`src/sv/pse_pkg.sv`:
```
// Shared types and constants for the postfix stack evaluator.
`default_nettype none

package pse_pkg;

	localparam int WORD_W = 32;

	typedef enum logic [2:0] {
		FN_PUSH = 3'd0,
		FN_ADD  = 3'd1,
		FN_SUB  = 3'd2,
		FN_MUL  = 3'd3,
		FN_DIV  = 3'd4,
		FN_REM  = 3'd5
	} func_t;

	typedef enum logic [1:0] {
		STS_OK      = 2'd0,
		STS_DIVZERO = 2'd1,
		STS_UNDER   = 2'd2,
		STS_OVER    = 2'd3
	} status_t;

	// token sequencer
	typedef enum logic [1:0] {
		ST_IDLE,
		ST_LOAD,
		ST_WAIT
	} seq_state_t;

	// arithmetic unit sequencer
	typedef enum logic [1:0] {
		AS_IDLE,
		AS_DIV,
		AS_FIX,
		AS_DONE
	} alu_state_t;

	typedef struct packed {
		logic  start;
		func_t op;
	} alu_req_t;

	typedef struct packed {
		logic done;
		logic div_zero;
	} alu_rsp_t;

endpackage

`default_nettype wire

```
`src/sv/pse_alu.sv`:
```
// Shared arithmetic unit: add, subtract, multiply, and iterative divide/remainder.
`default_nettype none

module pse_alu import pse_pkg::*; (
	input  wire logic              clk,
	input  wire logic              arst_n,
	input  wire alu_req_t          req,
	input  wire logic [WORD_W-1:0] a,
	input  wire logic [WORD_W-1:0] b,
	output alu_rsp_t               rsp,
	output logic [WORD_W-1:0]      result
);

	localparam int CNT_W = $clog2(WORD_W);
	localparam logic [CNT_W-1:0] CNT_LAST = CNT_W'(WORD_W - 1);

	alu_state_t        state_q, state_d;
	logic [WORD_W-1:0] res_q;
	logic              dz_q;
	logic [WORD_W-1:0] quo_q;
	logic [WORD_W-1:0] rem_q;
	logic [WORD_W-1:0] dvs_q;
	logic [CNT_W-1:0]  cnt_q;
	func_t             op_q;
	logic              negq_q;
	logic              negr_q;

	logic [WORD_W-1:0] a_mag, b_mag, quick, prod, shifted, diff;
	logic              is_div, b_zero, fits;

	assign is_div  = (req.op == FN_DIV) || (req.op == FN_REM);
	assign b_zero  = (b == '0);
	assign a_mag   = a[WORD_W-1] ? -a : a;
	assign b_mag   = b[WORD_W-1] ? -b : b;
	assign prod    = a * b;
	// remainder stays below the divisor, so its top bit is always clear
	assign shifted = {rem_q[WORD_W-2:0], quo_q[WORD_W-1]};
	assign fits    = (shifted >= dvs_q);
	assign diff    = shifted - dvs_q;

	always_comb begin
		case (req.op)
			FN_ADD:  quick = a + b;
			FN_SUB:  quick = a - b;
			FN_MUL:  quick = prod;
			default: quick = '0;
		endcase
	end

	always_comb begin
		state_d = state_q;
		case (state_q)
			AS_IDLE: begin
				if (req.start)
					state_d = (is_div && !b_zero) ? AS_DIV : AS_DONE;
			end
			AS_DIV: begin
				if (cnt_q == CNT_LAST)
					state_d = AS_FIX;
			end
			AS_FIX:  state_d = AS_DONE;
			AS_DONE: state_d = AS_IDLE;
			default: state_d = AS_IDLE;
		endcase
	end

	always_comb begin
		rsp.done     = (state_q == AS_DONE);
		rsp.div_zero = dz_q;
		result       = res_q;
	end

	always_ff @(posedge clk or negedge arst_n) begin
		if (!arst_n)
			state_q <= AS_IDLE;
		else
			state_q <= state_d;
	end

	always_ff @(posedge clk) begin
		case (state_q)
			AS_IDLE: begin
				if (req.start) begin
					res_q  <= quick;
					dz_q   <= is_div && b_zero;
					op_q   <= req.op;
					quo_q  <= a_mag;
					rem_q  <= '0;
					dvs_q  <= b_mag;
					cnt_q  <= '0;
					negq_q <= a[WORD_W-1] ^ b[WORD_W-1];
					negr_q <= a[WORD_W-1];
				end
			end
			AS_DIV: begin
				rem_q <= fits ? diff : shifted;
				quo_q <= {quo_q[WORD_W-2:0], fits};
				cnt_q <= cnt_q + CNT_W'(1);
			end
			AS_FIX: begin
				if (op_q == FN_DIV)
					res_q <= negq_q ? -quo_q : quo_q;
				else
					res_q <= negr_q ? -rem_q : rem_q;
			end
			default: ;
		endcase
	end

endmodule

`default_nettype wire

```
`src/sv/postfix_stack_evaluator.sv`:
```
// Postfix (RPN) integer expression evaluator: one token per request.
// Push and unused tokens finish when accepted; add, subtract and multiply
// pass through the shared arithmetic unit; divide and remainder with a nonzero
// divisor also run its radix-2 divide loop (one quotient bit a cycle).
// Throughput: one token at a time; the result register lets the next token in.
// Reset (arst_n, async low) empties the stack and clears the sticky status.
`default_nettype none

module postfix_stack_evaluator import pse_pkg::*; #(
	parameter int STACK_DEPTH = 64
) (
	input  wire logic              clk,
	input  wire logic              arst_n,
	// token requests
	input  wire logic              in_valid,
	output logic                   in_stall,
	input  wire logic [2:0]        func,
	input  wire logic [WORD_W-1:0] number,
	input  wire logic              last_token,
	// result requests
	output logic                   out_valid,
	input  wire logic              out_stall,
	output logic [WORD_W-1:0]      value,
	output logic [1:0]             status
);

	localparam int AW = (STACK_DEPTH > 1) ? $clog2(STACK_DEPTH) : 1;
	localparam int CW = $clog2(STACK_DEPTH + 1);
	localparam logic [CW-1:0] CNT_FULL = CW'(STACK_DEPTH);

	// Stack layout: the top entry lives in top_q; everything below it sits
	// in stack_mem, so entry k (0 = bottom) is at address k while not on top.
	logic [WORD_W-1:0] stack_mem [STACK_DEPTH];
	logic [WORD_W-1:0] rd_data_q;
	logic [WORD_W-1:0] top_q, top_d;
	logic [CW-1:0]     count_q, cnt_d;
	status_t           err_q, err_d;
	seq_state_t        state_q, state_d;
	logic              last_q;
	func_t             op_q;
	logic              out_valid_q;
	logic [WORD_W-1:0] value_q;
	status_t           status_q;

	func_t             fn;
	logic              accept, emit, wr_en;
	logic              is_op, op_ok;
	logic [CW-1:0]     cnt_m1, cnt_m2;
	logic [AW-1:0]     wr_addr, rd_addr;

	alu_req_t          alu_req;
	alu_rsp_t          alu_rsp;
	logic [WORD_W-1:0] alu_res;

	assign fn      = func_t'(func);
	assign accept  = in_valid && !in_stall;
	assign is_op   = fn inside {[FN_ADD:FN_REM]};
	assign op_ok   = (count_q >= CW'(2));
	assign cnt_m1  = count_q - CW'(1);
	assign cnt_m2  = count_q - CW'(2);
	// push spills the old top to the slot just under the new one
	assign wr_addr = cnt_m1[AW-1:0];
	// left operand sits just under the top
	assign rd_addr = cnt_m2[AW-1:0];

	// ---------------- sequencer: next state ----------------
	always_comb begin
		state_d = state_q;
		case (state_q)
			ST_IDLE: begin
				if (accept && is_op && op_ok)
					state_d = ST_LOAD;
			end
			ST_LOAD: state_d = ST_WAIT;
			ST_WAIT: begin
				if (alu_rsp.done)
					state_d = ST_IDLE;
			end
			default: state_d = ST_IDLE;
		endcase
	end

	// ---------------- sequencer: outputs ----------------
	// Every token waits while an operator is in progress. A last token also waits
	// while an older result still sits in the output register; others go ahead.
	always_comb begin
		in_stall      = (state_q != ST_IDLE) || (out_valid_q && last_token);
		alu_req.start = (state_q == ST_LOAD);
		alu_req.op    = op_q;
	end

	// ---------------- stack and status update ----------------
	always_comb begin
		cnt_d = count_q;
		top_d = top_q;
		err_d = err_q;
		wr_en = 1'b0;
		emit  = 1'b0;
		case (state_q)
			ST_IDLE: begin
				if (accept) begin
					if (fn == FN_PUSH) begin
						if (count_q >= CNT_FULL) begin
							if (err_q == STS_OK)
								err_d = STS_OVER;
						end else begin
							wr_en = (count_q != '0);
							top_d = number;
							cnt_d = count_q + CW'(1);
						end
					end else if (is_op && !op_ok) begin
						if (err_q == STS_OK)
							err_d = STS_UNDER;
					end
					// operators with enough operands finish in ST_WAIT
					emit = last_token && !(is_op && op_ok);
				end
			end
			ST_WAIT: begin
				if (alu_rsp.done) begin
					top_d = alu_res;
					cnt_d = cnt_m1;
					if (alu_rsp.div_zero && (err_q == STS_OK))
						err_d = STS_DIVZERO;
					emit = last_q;
				end
			end
			default: ;
		endcase
	end

	pse_alu u_alu (
		.clk    (clk),
		.arst_n (arst_n),
		.req    (alu_req),
		.a      (rd_data_q),
		.b      (top_q),
		.rsp    (alu_rsp),
		.result (alu_res)
	);

	// operand stack memory: one write, one registered read per cycle
	always_ff @(posedge clk) begin
		if (wr_en)
			stack_mem[wr_addr] <= top_q;
		rd_data_q <= stack_mem[rd_addr];
	end

	always_ff @(posedge clk or negedge arst_n) begin
		if (!arst_n) begin
			state_q     <= ST_IDLE;
			count_q     <= '0;
			err_q       <= STS_OK;
			out_valid_q <= 1'b0;
		end else begin
			state_q <= state_d;
			// end of expression empties the stack and clears the sticky status
			count_q <= emit ? '0 : cnt_d;
			err_q   <= emit ? STS_OK : err_d;
			if (emit)
				out_valid_q <= 1'b1;
			else if (!out_stall)
				out_valid_q <= 1'b0;
		end
	end

	always_ff @(posedge clk) begin
		top_q <= top_d;
		if (accept) begin
			last_q <= last_token;
			op_q   <= fn;
		end
		if (emit) begin
			value_q  <= (cnt_d != '0) ? top_d : '0;
			status_q <= err_d;
		end
	end

	assign out_valid = out_valid_q;
	assign value     = value_q;
	assign status    = status_q;

	// ---------------- assertions ----------------
	a_count_bound: assert property (@(posedge clk) disable iff (!arst_n)
		count_q <= CNT_FULL)
		else $error("stack count beyond depth");

	a_done_in_wait: assert property (@(posedge clk) disable iff (!arst_n)
		alu_rsp.done |-> (state_q == ST_WAIT))
		else $error("arithmetic unit finished outside wait state");

	a_emit_slot_free: assert property (@(posedge clk) disable iff (!arst_n)
		emit |-> !out_valid_q)
		else $error("result produced while output register full");

	a_emit_clears: assert property (@(posedge clk) disable iff (!arst_n)
		emit |=> (count_q == '0) && (err_q == STS_OK) && out_valid_q)
		else $error("stack not emptied after last token");

endmodule

`default_nettype wire
```
`config.mk`:
```
export PLATFORM = sky130hd
export DESIGN_NAME = postfix_stack_evaluator
export DESIGN_NICKNAME = d
export VERILOG_FILES = /design/src/sv/pse_pkg.sv /design/src/sv/pse_alu.sv /design/src/sv/postfix_stack_evaluator.sv
export SDC_FILE = /design/constraint.sdc
export NUM_CORES = 2
export LEC_CHECK = 0
export ABC_CLOCK_PERIOD_IN_PS = 17190
export BUFFER_PORTS_ARGS = -buffer_cell sky130_fd_sc_hd__buf_2
export CAP_MARGIN = 15
export CORE_MARGIN = 2
export CORE_UTILIZATION = 69
export DETAILED_ROUTE_END_ITERATION = 8
export HOLD_SLACK_MARGIN = 0.02
export PLACE_DENSITY_LB_ADDON = 0.05
export SETUP_SLACK_MARGIN = 0.3
export SLEW_MARGIN = 15
export SYNTH_ARGS = -nofsm -noshare
export SYNTH_HDL_FRONTEND = slang
export SYNTH_HIERARCHICAL = 1
export SYNTH_SLANG_ARGS = --single-unit
```
`constraint.sdc`:
```
create_clock -name clk -period 17.19 [get_ports clk]
set_clock_uncertainty 0.2 [all_clocks]
set_input_delay 5.157 -clock clk [delete_from_list [all_inputs] [get_ports clk]]
set_output_delay 5.157 -clock clk [all_outputs]
set_load 0.1 [all_outputs]
```
==> flow_summary_export.csv <==
group,metric,value,unit
outcome,status,"finished, final reports clean",
die,die_area,164000,µm²
worst_setup_path,crit_arrival,6.10,ns
synthesis,synthXorXnorAreaFrac,0.0237,
route,ant_nets,0,
synthesis,synthSimpleGateAreaFrac,0.0620,
route,met1_length,111000,µm
route,wl_per_cell,32.8,µm
synthesis,synth_top_area_cell,"edfxtp_1",
timing,max_freq,87.3,MHz
synthesis,synth_nets,7519,
worst_setup_path,critPathMaxFanout,7,
clock_tree,clock_sinks,2303,
synthesis,synth-edff-count,2225,
worst_setup_path,required,11.83,ns
worst_setup_path,slowest_stage,"a211oi_4",
worst_setup_path,path_cells,"buf_2 -> a211oi_4 -> inv_2 -> buf_2",
synthesis,ys_ff_latch,2303,
timing,hold_violations,0,
timing,rsz0062_at_grt,"no",
timing,maxSlewViolCount,0,
hold_path,hold_path_class,"register to register",
job,drv_cap,0,
final_layout,area_growth_syn_to_layout,9.75,%
route,drt_first_pass_iters,6,
clock_tree,holdBufCountCts,0,
timing,setup_tns,0,ns
clock_tree,clock_path_buffers,3,
die,die_w,405,µm
synthesis,netlist_area,111000,µm²
synthesis,synth_ff_type,"edfxtp_1",
route,topRoutingLayerUsed,"met5",
timing,fin_crit,11.46,ns
synthesis,synth_mux_area_frac,0.119,
synthesis,async_reset_ff_frac,0.00608,
global_route,grt_overflow,0,
die,num_io_pins,76,
timing,worst_pin_slew,1.30,ns
synthesis,yosys-top-cells-area,"edfxtp_1 60%, mux4_2 11%, fa_1 7.4%",
global_route,track_usage,0.378,
synthesis,synth_top_area_frac,0.602,
synthesis,synth_compound_area_frac,0.0492,
placed_design,dpl.hpwl,182000,µm
global_route,grt_pass1_vias,64200,
final_layout,num-nets-final,7596,
route,wl_met2,143000,µm
clock_tree,cts-buffers-inserted,217,
worst_setup_path,cp_common_cell,"buf_2",
route,drt_iter0_markers,8637,
die,coreArea,160000,µm²
final_layout,drive_gt1_frac,0.180,
synthesis,synth_cell_types,96,
synthesis,netlist_instances,6865,
synthesis,seq_area_frac_synth,0.617,
route,vias,64000,
global_route,grt_max_degree,95,
route,wirelength,305000,µm
clock_tree,cts_tree,"done",
route,viasPerCell,6.89,
timing,relSlewSlack,0.130,
synthesis,synth_fa_ha_area_frac,0.0970,
timing,fin_crit_sh,0.667,
die,rows,147,
final_layout,final_cell_mix,"2225 x edfxtp_1, 534 x mux4_2, 492 x nand2_1, 479 x inv_1, 410 x fa_1",
route,wl_met3,35400,µm
placed_design,io_buffers,75,
final_layout,fillers,9119,
route,drc,0,
clock_tree,cts_resized,0,
worst_setup_path,cp-end-kind,"primary output",
clock_tree,post-cts-setup-buffers,0,
global_route,antenna_found_initial,16,
global_route,grt_pass1_wl,439000,µm
clock_tree,cts.clk_slew.worst_paths,0.06,ns
worst_setup_path,cp-start-kind,"input port",
worst_setup_path,crit_type,"input port to primary output",
clock_tree,htree_levels,4,
placed_design,place_area,114000,µm²
worst_setup_path,r2r_slack,8.03,ns
timing,setup_viol,0,
placed_design,routabilityCongestion,0.929,
synthesis,synth_warnings,6,
synthesis,avgSynthCellArea,16.2,µm²
final_layout,final_cell_area,122000,µm²
synthesis,synth_top_family_by_area,"multiplexers",
final_layout,layout_commonest_cell,"edfxtp_1",
clock_tree,cts_root_buf,"clkbuf_16",
clock_tree,clk_latency,0.88,ns
die,initial_utilization,0.693,
die,dieHeight,405,µm
worst_setup_path,critPathMaxStageDelay,0.36,ns
[metal layers]
metal  up-vias  GRT usage
met3       690     0.0955
met1     33100      0.519
met2      4178      0.581
met4        12      0.171
met5         -          0
li1      26100          -
[kinds of logic (layout without fill, tap and decap cells)]
| family | after synthesis | count (layout) |
|---|---|---|
| AOI/OAI and AO/OA | 766 | 766 |
| xor gates and xnor gates | 298 | 298 |
| adders and majority gates | 614 | 614 |
| buffers and inverters | 874 | 1140 |
| DFF | 2303 | 2303 |
| muxes | 648 | 648 |
| other | 0 | 5 |
| and+or+nand+nor | 1362 | 1362 |
[metrics by stage]
| stage | setup slack (ns) | hold slack, ns | utilization | instances |
|---|---|---|---|---|
| detailed placement | 5.75 | 0.336 | 0.713 | 8874 |
| CTS | 5.75 | 0.323 | 0.759 | 9282 |
| global placement | 5.79 | 0.322 | 0.713 | 8873 |
| finish | 5.73 | 0.325 | 0.760 | 9296 |
| floorplan | 6.09 | 0.206 | - | 6865 |
| global route | 5.70 | 0.364 | 0.760 | 9291 |
[critical path, delay by kind of cell]
family	cells	cell delay, ns
buffers and inverters	3	0.58
AOI/OAI and AO/OA	1	0.36
[registers in the layout, summed over array words and instances, names as in the netlist, 3 cells and up]
| signal | count |
|---|---|
| u_alu/op_q | 3 |
| value | 32 |
| u_alu/rem_q | 32 |
| op_q | 3 |
| rd_data_q | 32 |
| u_alu/result | 32 |
| u_alu/quo_q | 32 |
| u_alu/cnt_q | 5 |
| count_q | 7 |
| top_q | 32 |
| stack_mem | 2048 |
| u_alu/dvs_q | 32 |
[path summary, 6_finish.rpt]
kind                            startpoint                to  cells past startpoint
min in group asynchronous           arst_n          err_q[1]                      1
hold reg to reg            u_alu/result[2]          top_q[2]                      3
hold / removal             u_alu/result[2]          top_q[2]                      3
max in group asynchronous           arst_n        count_q[0]                      1
setup reg to reg                  top_q[3]  u_alu/result[30]                     25
setup / recovery                last_token          in_stall                      4
[synth_stat cells, drive strengths merged (24+ instances only)]
cell type / number
and2: 387
mux2i: 114
nand2: 492
edfxtp: 2225
a2111oi: 46
o22ai: 36
buf: 129
a21o: 33
nor4: 24
inv: 483
a31oi: 77
ha: 204
xnor2: 183
mux4: 534
or3: 24
dfxtp: 64
xor2: 115
nor2: 199
a211oi: 39
o21ai: 143
o22a: 32
nand2b: 26
a21oi: 137
nand4: 38
nand3: 41
clkbuf: 262
fa: 410
a221oi: 56
o31ai: 46
nor3: 35
[layout make-up]
cell class              count  area [µm²]  share of cell area
flip-flops and latches   2303       68600               0.563
multi-input cells        3688       39500               0.324
well taps                2160        2700              0.0222
inverters                 483        1810              0.0149
repair buffers            249        1890              0.0156
clock buffers             270        5720              0.0470
clock inverters           138        1570              0.0129
diodes                      5        12.5            0.000103
Power is not shown: default switching activity piles up to over one toggle a cycle in this logic, so the estimate is an artifact.
